### src/hw/rtl/hasd_pkg.sv
`default_nettype none
// ----------------------------------------------------------------------------
// hasd_pkg
// Shared constants and types for the height average / slew / deadband block.
// ----------------------------------------------------------------------------
package hasd_pkg;

    localparam int WINDOW      = 10;
    localparam int SAMPLE_BITS = 16;
    localparam int FIELD_W     = 16;
    localparam int CFG_W       = 16;

    localparam int SLOT_W   = (WINDOW > 1) ? $clog2(WINDOW) : 1;
    localparam int CNT_W    = $clog2(WINDOW + 1);
    localparam int SUM_W    = SAMPLE_BITS + CNT_W;
    localparam int DCNT_W   = $clog2(SUM_W + 1);

    localparam logic [CFG_W-1:0] MAX_STEP_RST = 16'd65535;
    localparam logic [CFG_W-1:0] DEADBAND_RST = 16'd25;

    typedef enum logic {
        REG_MAX_STEP = 1'b0,
        REG_DEADBAND = 1'b1
    } reg_idx_t;

    typedef enum logic [2:0] {
        ST_IDLE,
        ST_READ,
        ST_ACCUM,
        ST_DIV,
        ST_SLEW,
        ST_FINISH
    } state_t;

    typedef struct packed {
        logic capture;   // take the input sample
        logic accum;     // update window, running sum, start divide
        logic div_step;  // one quotient bit
        logic slew;      // update slew-limited value
        logic finish;    // deadband check, load output register
    } cmd_t;

    typedef struct packed {
        logic div_last;  // current divide step is the final one
    } status_t;

endpackage
`default_nettype wire

### src/hw/rtl/height_average_slew_deadband.sv
`default_nettype none
// ----------------------------------------------------------------------------
// height_average_slew_deadband
// Moving average of height samples, slew limited and deadband filtered.
// ----------------------------------------------------------------------------
// One height sample per input transaction goes into a 10-entry circular
// window; the truncated mean of the samples held so far (fewer until the
// window first fills) is approached by a value that moves at most max_step per
// sample, and the output repeats its last value unless that value differs by
// more than deadband. Every input transaction yields exactly one output
// transaction. From acceptance to a loaded output, a sample passes through
// a window RAM read, a running-sum update, a bit-serial restoring divide by
// the entry count, a slew step and a deadband step. A new sample is taken
// only in the idle state, after the previous one has loaded the output
// register. A result waiting at the output does not stop the next sample
// from being accepted; that sample then waits in its deadband step until
// the output register frees up. Configuration: cfg_addr 0 is max_step,
// 1 is deadband.
// ----------------------------------------------------------------------------
module height_average_slew_deadband
    import hasd_pkg::*;
(
    input  wire logic               aclk,
    input  wire logic               aresetn,
    input  wire logic               s_tvalid,
    output logic                    s_tready,
    input  wire logic [FIELD_W-1:0] s_tdata,   // [15:0] raw_height
    output logic                    m_tvalid,
    input  wire logic               m_tready,
    output logic      [FIELD_W-1:0] m_tdata,   // [15:0] smoothed_height
    input  wire logic               cfg_we,
    input  wire logic               cfg_addr,
    input  wire logic [CFG_W-1:0]   cfg_wdata
);
    cmd_t    cmd;
    status_t status;

    hasd_ctrl u_ctrl (
        .aclk     (aclk),
        .aresetn  (aresetn),
        .s_tvalid (s_tvalid),
        .s_tready (s_tready),
        .m_tvalid (m_tvalid),
        .m_tready (m_tready),
        .status   (status),
        .cmd      (cmd)
    );

    hasd_dpath u_dpath (
        .aclk      (aclk),
        .aresetn   (aresetn),
        .cmd       (cmd),
        .status    (status),
        .cfg_we    (cfg_we),
        .cfg_addr  (cfg_addr),
        .cfg_wdata (cfg_wdata),
        .s_tdata   (s_tdata),
        .m_tdata   (m_tdata)
    );

endmodule
`default_nettype wire

### src/hw/rtl/hasd_ram.sv
`default_nettype none
// ----------------------------------------------------------------------------
// hasd_ram
// Generic single-write, single-read RAM with registered read data.
// ----------------------------------------------------------------------------
module hasd_ram #(
    parameter int WIDTH = 16,
    parameter int DEPTH = 16
) (
    input  wire logic                                       aclk,
    input  wire logic                                       we,
    input  wire logic [((DEPTH > 1) ? $clog2(DEPTH) : 1)-1:0] waddr,
    input  wire logic [WIDTH-1:0]                           wdata,
    input  wire logic [((DEPTH > 1) ? $clog2(DEPTH) : 1)-1:0] raddr,
    output logic      [WIDTH-1:0]                           rdata
);
    logic [WIDTH-1:0] mem_reg [DEPTH];

    always_ff @(posedge aclk) begin
        if (we) begin
            mem_reg[waddr] <= wdata;
        end
        rdata <= mem_reg[raddr];
    end

endmodule
`default_nettype wire

### src/hw/rtl/hasd_ctrl.sv
`default_nettype none
// ----------------------------------------------------------------------------
// hasd_ctrl
// Sequencer: input handshake, step through window update, serial divide,
// slew and deadband, and the output valid flag.
// ----------------------------------------------------------------------------
module hasd_ctrl
    import hasd_pkg::*;
(
    input  wire logic    aclk,
    input  wire logic    aresetn,
    input  wire logic    s_tvalid,
    output logic         s_tready,
    output logic         m_tvalid,
    input  wire logic    m_tready,
    input  wire status_t status,
    output cmd_t         cmd
);
    state_t state_reg, state_next;
    logic   m_tvalid_reg, m_tvalid_next;

    always_ff @(posedge aclk) begin
        if (!aresetn) begin
            state_reg    <= ST_IDLE;
            m_tvalid_reg <= 1'b0;
        end else begin
            state_reg    <= state_next;
            m_tvalid_reg <= m_tvalid_next;
        end
    end

    always_comb begin
        state_next = state_reg;
        cmd        = '0;
        s_tready   = 1'b0;
        unique case (state_reg)
            ST_IDLE: begin
                s_tready = 1'b1;
                if (s_tvalid) begin
                    cmd.capture = 1'b1;
                    state_next  = ST_READ;
                end
            end
            ST_READ: begin
                state_next = ST_ACCUM;
            end
            ST_ACCUM: begin
                cmd.accum  = 1'b1;
                state_next = ST_DIV;
            end
            ST_DIV: begin
                cmd.div_step = 1'b1;
                if (status.div_last) begin
                    state_next = ST_SLEW;
                end
            end
            ST_SLEW: begin
                cmd.slew   = 1'b1;
                state_next = ST_FINISH;
            end
            ST_FINISH: begin
                // wait for the output register to free up
                if (!m_tvalid_reg || m_tready) begin
                    cmd.finish = 1'b1;
                    state_next = ST_IDLE;
                end
            end
            default: begin
                state_next = ST_IDLE;
            end
        endcase

        if (cmd.finish) begin
            m_tvalid_next = 1'b1;
        end else if (m_tready) begin
            m_tvalid_next = 1'b0;
        end else begin
            m_tvalid_next = m_tvalid_reg;
        end
    end

    assign m_tvalid = m_tvalid_reg;

endmodule
`default_nettype wire

### src/hw/rtl/hasd_dpath.sv
`default_nettype none
// ----------------------------------------------------------------------------
// hasd_dpath
// Datapath: sample window RAM, running sum, restoring divider, slew limiter,
// deadband filter, configuration registers and output data register.
// ----------------------------------------------------------------------------
module hasd_dpath
    import hasd_pkg::*;
(
    input  wire logic               aclk,
    input  wire logic               aresetn,
    input  wire cmd_t               cmd,
    output status_t                 status,
    input  wire logic               cfg_we,
    input  wire logic               cfg_addr,
    input  wire logic [CFG_W-1:0]   cfg_wdata,
    input  wire logic [FIELD_W-1:0] s_tdata,
    output logic      [FIELD_W-1:0] m_tdata
);
    logic [CFG_W-1:0]       max_step_reg, deadband_reg;
    logic [SAMPLE_BITS-1:0] sample_reg;
    logic [SLOT_W-1:0]      slot_reg, slot_next;
    logic                   full_reg, full_next;
    logic [SUM_W-1:0]       sum_reg, sum_next;
    logic [CNT_W-1:0]       count_reg, count_next;
    logic [SUM_W-1:0]       quot_reg, quot_next;
    logic [CNT_W-1:0]       rem_reg, rem_next;
    logic [DCNT_W-1:0]      dcnt_reg, dcnt_next;
    logic [SAMPLE_BITS-1:0] slewed_reg, slewed_next;
    logic [SAMPLE_BITS-1:0] reported_reg, reported_next;
    logic [FIELD_W-1:0]     m_tdata_reg;
    logic [SAMPLE_BITS-1:0] old_sample;
    logic [CNT_W:0]         rem_shift;
    logic                   rem_ge;
    logic [SAMPLE_BITS-1:0] mean;
    logic [SAMPLE_BITS-1:0] up_diff, dn_diff, db_diff;
    logic [CFG_W-1:0]       step;

    hasd_ram #(
        .WIDTH (SAMPLE_BITS),
        .DEPTH (WINDOW)
    ) u_window (
        .aclk  (aclk),
        .we    (cmd.accum),
        .waddr (slot_reg),
        .wdata (sample_reg),
        .raddr (slot_reg),
        .rdata (old_sample)
    );

    // configuration
    always_ff @(posedge aclk) begin
        if (!aresetn) begin
            max_step_reg <= MAX_STEP_RST;
            deadband_reg <= DEADBAND_RST;
        end else if (cfg_we) begin
            unique case (reg_idx_t'(cfg_addr))
                REG_MAX_STEP: max_step_reg <= cfg_wdata;
                REG_DEADBAND: deadband_reg <= cfg_wdata;
                default: ;
            endcase
        end
    end

    // window bookkeeping and running sum
    always_comb begin
        slot_next  = slot_reg;
        full_next  = full_reg;
        sum_next   = sum_reg;
        count_next = count_reg;
        if (cmd.accum) begin
            if (slot_reg == SLOT_W'(WINDOW - 1)) begin
                slot_next = '0;
                full_next = 1'b1;
            end else begin
                slot_next = slot_reg + 1'b1;
            end
            // the overwritten entry only counts once the window has filled
            sum_next = sum_reg + SUM_W'(sample_reg)
                     - (full_reg ? SUM_W'(old_sample) : SUM_W'(0));
            count_next = full_next ? CNT_W'(WINDOW)
                                   : CNT_W'({1'b0, slot_reg} + 1'b1);
        end
    end

    // restoring divider, one quotient bit per cycle
    assign rem_shift = {rem_reg, quot_reg[SUM_W-1]};
    assign rem_ge    = (rem_shift >= {1'b0, count_reg});
    assign status.div_last = (dcnt_reg == DCNT_W'(1));

    always_comb begin
        quot_next = quot_reg;
        rem_next  = rem_reg;
        dcnt_next = dcnt_reg;
        if (cmd.accum) begin
            quot_next = sum_next;
            rem_next  = '0;
            dcnt_next = DCNT_W'(SUM_W);
        end else if (cmd.div_step) begin
            quot_next = {quot_reg[SUM_W-2:0], rem_ge};
            rem_next  = rem_ge ? CNT_W'(rem_shift - {1'b0, count_reg})
                               : rem_shift[CNT_W-1:0];
            dcnt_next = dcnt_reg - 1'b1;
        end
    end

    // slew limiter and deadband
    assign mean    = quot_reg[SAMPLE_BITS-1:0];
    assign step    = max_step_reg;
    assign up_diff = mean - slewed_reg;
    assign dn_diff = slewed_reg - mean;
    assign db_diff = (slewed_reg >= reported_reg) ? (slewed_reg - reported_reg)
                                                  : (reported_reg - slewed_reg);

    always_comb begin
        slewed_next   = slewed_reg;
        reported_next = reported_reg;
        if (cmd.slew) begin
            if (mean > slewed_reg) begin
                slewed_next = (up_diff > step) ? (slewed_reg + step) : mean;
            end else begin
                slewed_next = (dn_diff > step) ? (slewed_reg - step) : mean;
            end
        end
        if (cmd.finish && (db_diff > deadband_reg)) begin
            reported_next = slewed_reg;
        end
    end

    always_ff @(posedge aclk) begin
        if (!aresetn) begin
            slot_reg     <= '0;
            full_reg     <= 1'b0;
            sum_reg      <= '0;
            dcnt_reg     <= '0;
            slewed_reg   <= '0;
            reported_reg <= '0;
        end else begin
            slot_reg     <= slot_next;
            full_reg     <= full_next;
            sum_reg      <= sum_next;
            dcnt_reg     <= dcnt_next;
            slewed_reg   <= slewed_next;
            reported_reg <= reported_next;
        end
    end

    always_ff @(posedge aclk) begin
        if (cmd.capture) begin
            sample_reg <= s_tdata[SAMPLE_BITS-1:0];
        end
        count_reg <= count_next;
        quot_reg  <= quot_next;
        rem_reg   <= rem_next;
        if (cmd.finish) begin
            m_tdata_reg <= FIELD_W'(reported_next);
        end
    end

    assign m_tdata = m_tdata_reg;

endmodule
`default_nettype wire
### config.mk
export PLATFORM = sky130hd
export DESIGN_NAME = height_average_slew_deadband
export DESIGN_NICKNAME = d
export VERILOG_FILES = /design/src/hw/rtl/hasd_pkg.sv /design/src/hw/rtl/height_average_slew_deadband.sv /design/src/hw/rtl/hasd_ram.sv /design/src/hw/rtl/hasd_ctrl.sv /design/src/hw/rtl/hasd_dpath.sv
export SDC_FILE = /design/constraint.sdc
export NUM_CORES = 1
export LEC_CHECK = 0
export BUFFER_PORTS_ARGS = -buffer_cell sky130_fd_sc_hd__buf_2
export CORE_ASPECT_RATIO = 1.1
export CORE_MARGIN = 10
export CORE_UTILIZATION = 50
export CTS_CLUSTER_SIZE = 16
export DETAILED_ROUTE_END_ITERATION = 8
export GPL_ROUTABILITY_DRIVEN = 0
export GPL_TIMING_DRIVEN = 0
export PLACE_DENSITY = 0.66
export SYNTH_ARGS = -nofsm -noshare
export SYNTH_HDL_FRONTEND = slang
export SYNTH_SLANG_ARGS = --single-unit
export TNS_END_PERCENT = 10
### constraint.sdc
create_clock -name aclk -period 13 [get_ports aclk]
set_input_delay 0 -clock aclk [delete_from_list [all_inputs] [get_ports aclk]]
set_output_delay 0 -clock aclk [all_outputs]
set_load 0.01 [all_outputs]
==> impl_metrics.ini <==
[power]
share_seq_of_total_power = 0.349
p_int_w = 0.00239
irDropWorstVdd_v = 0.000150
leakage_nw = 8.89
switching_share = 0.347
power.switching_w = 0.00127
pwr-share-clk = 0.287
p_per_area_nw_per_um2 = 163
combPwrFrac = 0.364

[clock_tree]
cts_root_buf = clkbuf_16
numCtsBuffers = 38
cts-resized-gates = 0
clk_latency_ps = 560
cts_tree = done
cts.sinks = 334
htreeDepth = 2
clk_pin_slew_ps = 60
cts_buffer_depth = 3

[critical_path]
slowest_stage = o221ai_2
path_max_fanout = 10
cp-end-kind = flop
crit_arrival_ps = 6710
crit_chain = inv_1 -> ha_1 -> inv_1 -> fa_1 -> a21o_1 -> a22oi_2 -> a21oi_2 -> or3_4 -> a41oi_4 -> buf_6 -> mux2i_1 -> xnor2_1 -> ha_1 -> a21o_1 -> a21o_1 -> a21oi_1 -> o21ai_0 -> o221ai_2 -> buf_2 -> mux2i_1 -> and2_1
cp_common_cell = a21o_1
critPathLaunchType = flop
critPathTopFamily = compound AO/OA/AOI/OAI gates
path_buf_inv = 4
crit_type = reg -> reg
cpPeakStageDelay_ps = 760
crit_required_ps = 13490

[layout]
fin_area_sq_um = 22400
drive_gt1_frac = 0.103
layout.cells.non_filler = 2569
area_growth_syn_to_layout_pct = 13.0
largest_reg_flops = 160
diodes = 0
finalNetCount = 2263

[placed_design]
placedCellCount = 2458
dp_slack_ps = 6820
port_buffers = 55
dp_hpwl_um = 39200
placed_area_sq_um = 20800

[global_route]
grt_usage = 0.211
grt_use_met2 = 0.380
antenna_found_initial = 0
gr-total-overflow = 0
met3_usage = 0.0265
grt_pass1_vias = 15000
grt_first_pass_wirelength_um = 81100
grt-busiest-layer = met2
grt_max_degree = 28
globalRouteMet1Util = 0.234

[synth]
syn_nets = 2122
ys_seq_area_frac = 0.446
ys_seq_elements = 334
yosysUniqueCellTypes = 86
yosysWarnings = 0
synth_ff_type = edfxtp_1
synth_area_per_cell_sq_um = 10.5
synthCells = 1892
async_reset_ff_frac = 0
synth_enable_flop_cells = 216
mappedNetlistArea_sq_um = 19900

[routing]
num_vias = 14600
wl_per_cell_um = 19.8
antenna_left = 0
first_iter_violations = 925
vias_per_cell = 5.70
remaining_drc_errors = 0
drt-pass1-iter-count = 5
wl_um = 50800

[status]
status = finished, final reports clean

[floorplan]
core.rowCount = 76
start_util = 0.507
pin_count = 56
core_sq_um = 39200
design.die.area_sq_um = 48100
dieHeight_um = 229
chipWidth_um = 210

[sta]
drv_slew = 0
finalHoldViolations = 0
final.setup.worst_slack_ps = 6790
timing.final.crit_share = 0.478
clock.fmax_mhz = 161
fin_tns_setup_ps = 0
fin_crit_ps = 6210
fin_skew_ps = 20.5
slew-limit-headroom = 0.203
rsz0062_at_grt = no
final-setup-viol-count = 0
whs_ps = 152
tightest_slew_ps = 1190

[job]
maxCapViolCount = 0

[worst_hold_path]
min_path_type = in -> reg
path summary, 6_finish.rpt:
path	from	end	slack, ps	cells after the start
setup reg to reg	u_dpath.slewed_reg[0]	u_dpath.reported_reg[8]	6790	21
hold / removal	s_tdata[1]	u_dpath.sample_reg[1]	150	2
setup / recovery	u_dpath.slewed_reg[0]	u_dpath.reported_reg[8]	6790	21
hold reg to reg	u_dpath.deadband_reg[10]	u_dpath.deadband_reg[10]	470	2
placed cells by master (no fill, tap or decap), drive strengths merged, types with 32 or more instances in the layout:
cell type / instances
a211oi: 33
a21boi: 32
a21o: 38
a21oi: 140
and2: 52
buf: 90
clkbuf: 103
dfxtp: 118
dlygate4sd3: 41
edfxtp: 216
ha: 169
inv: 186
mux2i: 44
mux4: 32
nand2: 149
nor2: 78
nor2b: 44
o21ai: 77
xnor2: 48
final cells by class:
| type | count | area, sq um |
|---|---|---|
| inverter | 187 | 702 |
| sequential | 334 | 8850 |
| timing repair buffer | 101 | 732 |
| buffer | 87 | 448 |
| fill | 3339 | 16700 |
| tap | 507 | 634 |
| clock inverter | 22 | 190 |
| multi-input combinational | 1284 | 9880 |
| clock buffer | 47 | 1020 |
routing by layer:
| metal | routed length, um | part of all wire |
|---|---|---|
| met1 | 20200 | 0.40 |
| met2 | 26100 | 0.51 |
| met3 | 1670 | 0.033 |
| met4 | 2800 | 0.055 |
| met5 | 0 | 0 |
cell usage after synthesis, drive strengths merged, types with 31 or more instances:
cell type,number,area share
xnor2,48,0.021
o21ai,77,0.019
nor2,78,0.015
clkbuf,55,0.012
and2,52,0.017
edfxtp,216,0.33
mux2i,44,0.022
ha,169,0.11
dfxtp,118,0.12
nor2b,44,0.014
a21boi,32,0.012
buf,31,0.010
mux4,32,0.036
inv,185,0.035
a21oi,140,0.036
nand3,31,0.0078
a21o,38,0.014
nand2,149,0.028
a211oi,33,0.013
power by group through the flow:
stage,Combinational (W),Sequential (W),Clock (W)
finish,0.00133,0.00128,0.00105
global route,0.00148,0.00129,0.00111
CTS,0.00132,0.00128,0.00107
detailed placement,0.00131,0.00130,0
global placement,0.00128,0.00130,0
floorplan,0.00100,0.00128,0
what timing repair did:
action / CTS / global route
setup buffers: 0 / 0
endpoints found under the hold margin: 54 / 0
hold buffers: 41 / 0
logic make-up after synthesis:
logic type | share of synthesized area
adder cells (fa/ha/maj) | 0.130
multiplexers | 0.0602
AO/OA/AOI/OAI | 0.158
AND/OR/NAND/NOR | 0.121
flip-flops | 0.446
buffers and inverters | 0.0579
XOR/XNOR | 0.0278
metrics by stage:
| stage | utilization | power (W) |
|---|---|---|
| after floorplan | - | 0.00228 |
| after global placement | 0.530 | 0.00258 |
| after detailed placement | 0.532 | 0.00261 |
| after CTS | 0.573 | 0.00368 |
| after global routing | 0.573 | 0.00388 |
| final | 0.573 | 0.00367 |
(Power assumes the default switching activity.)
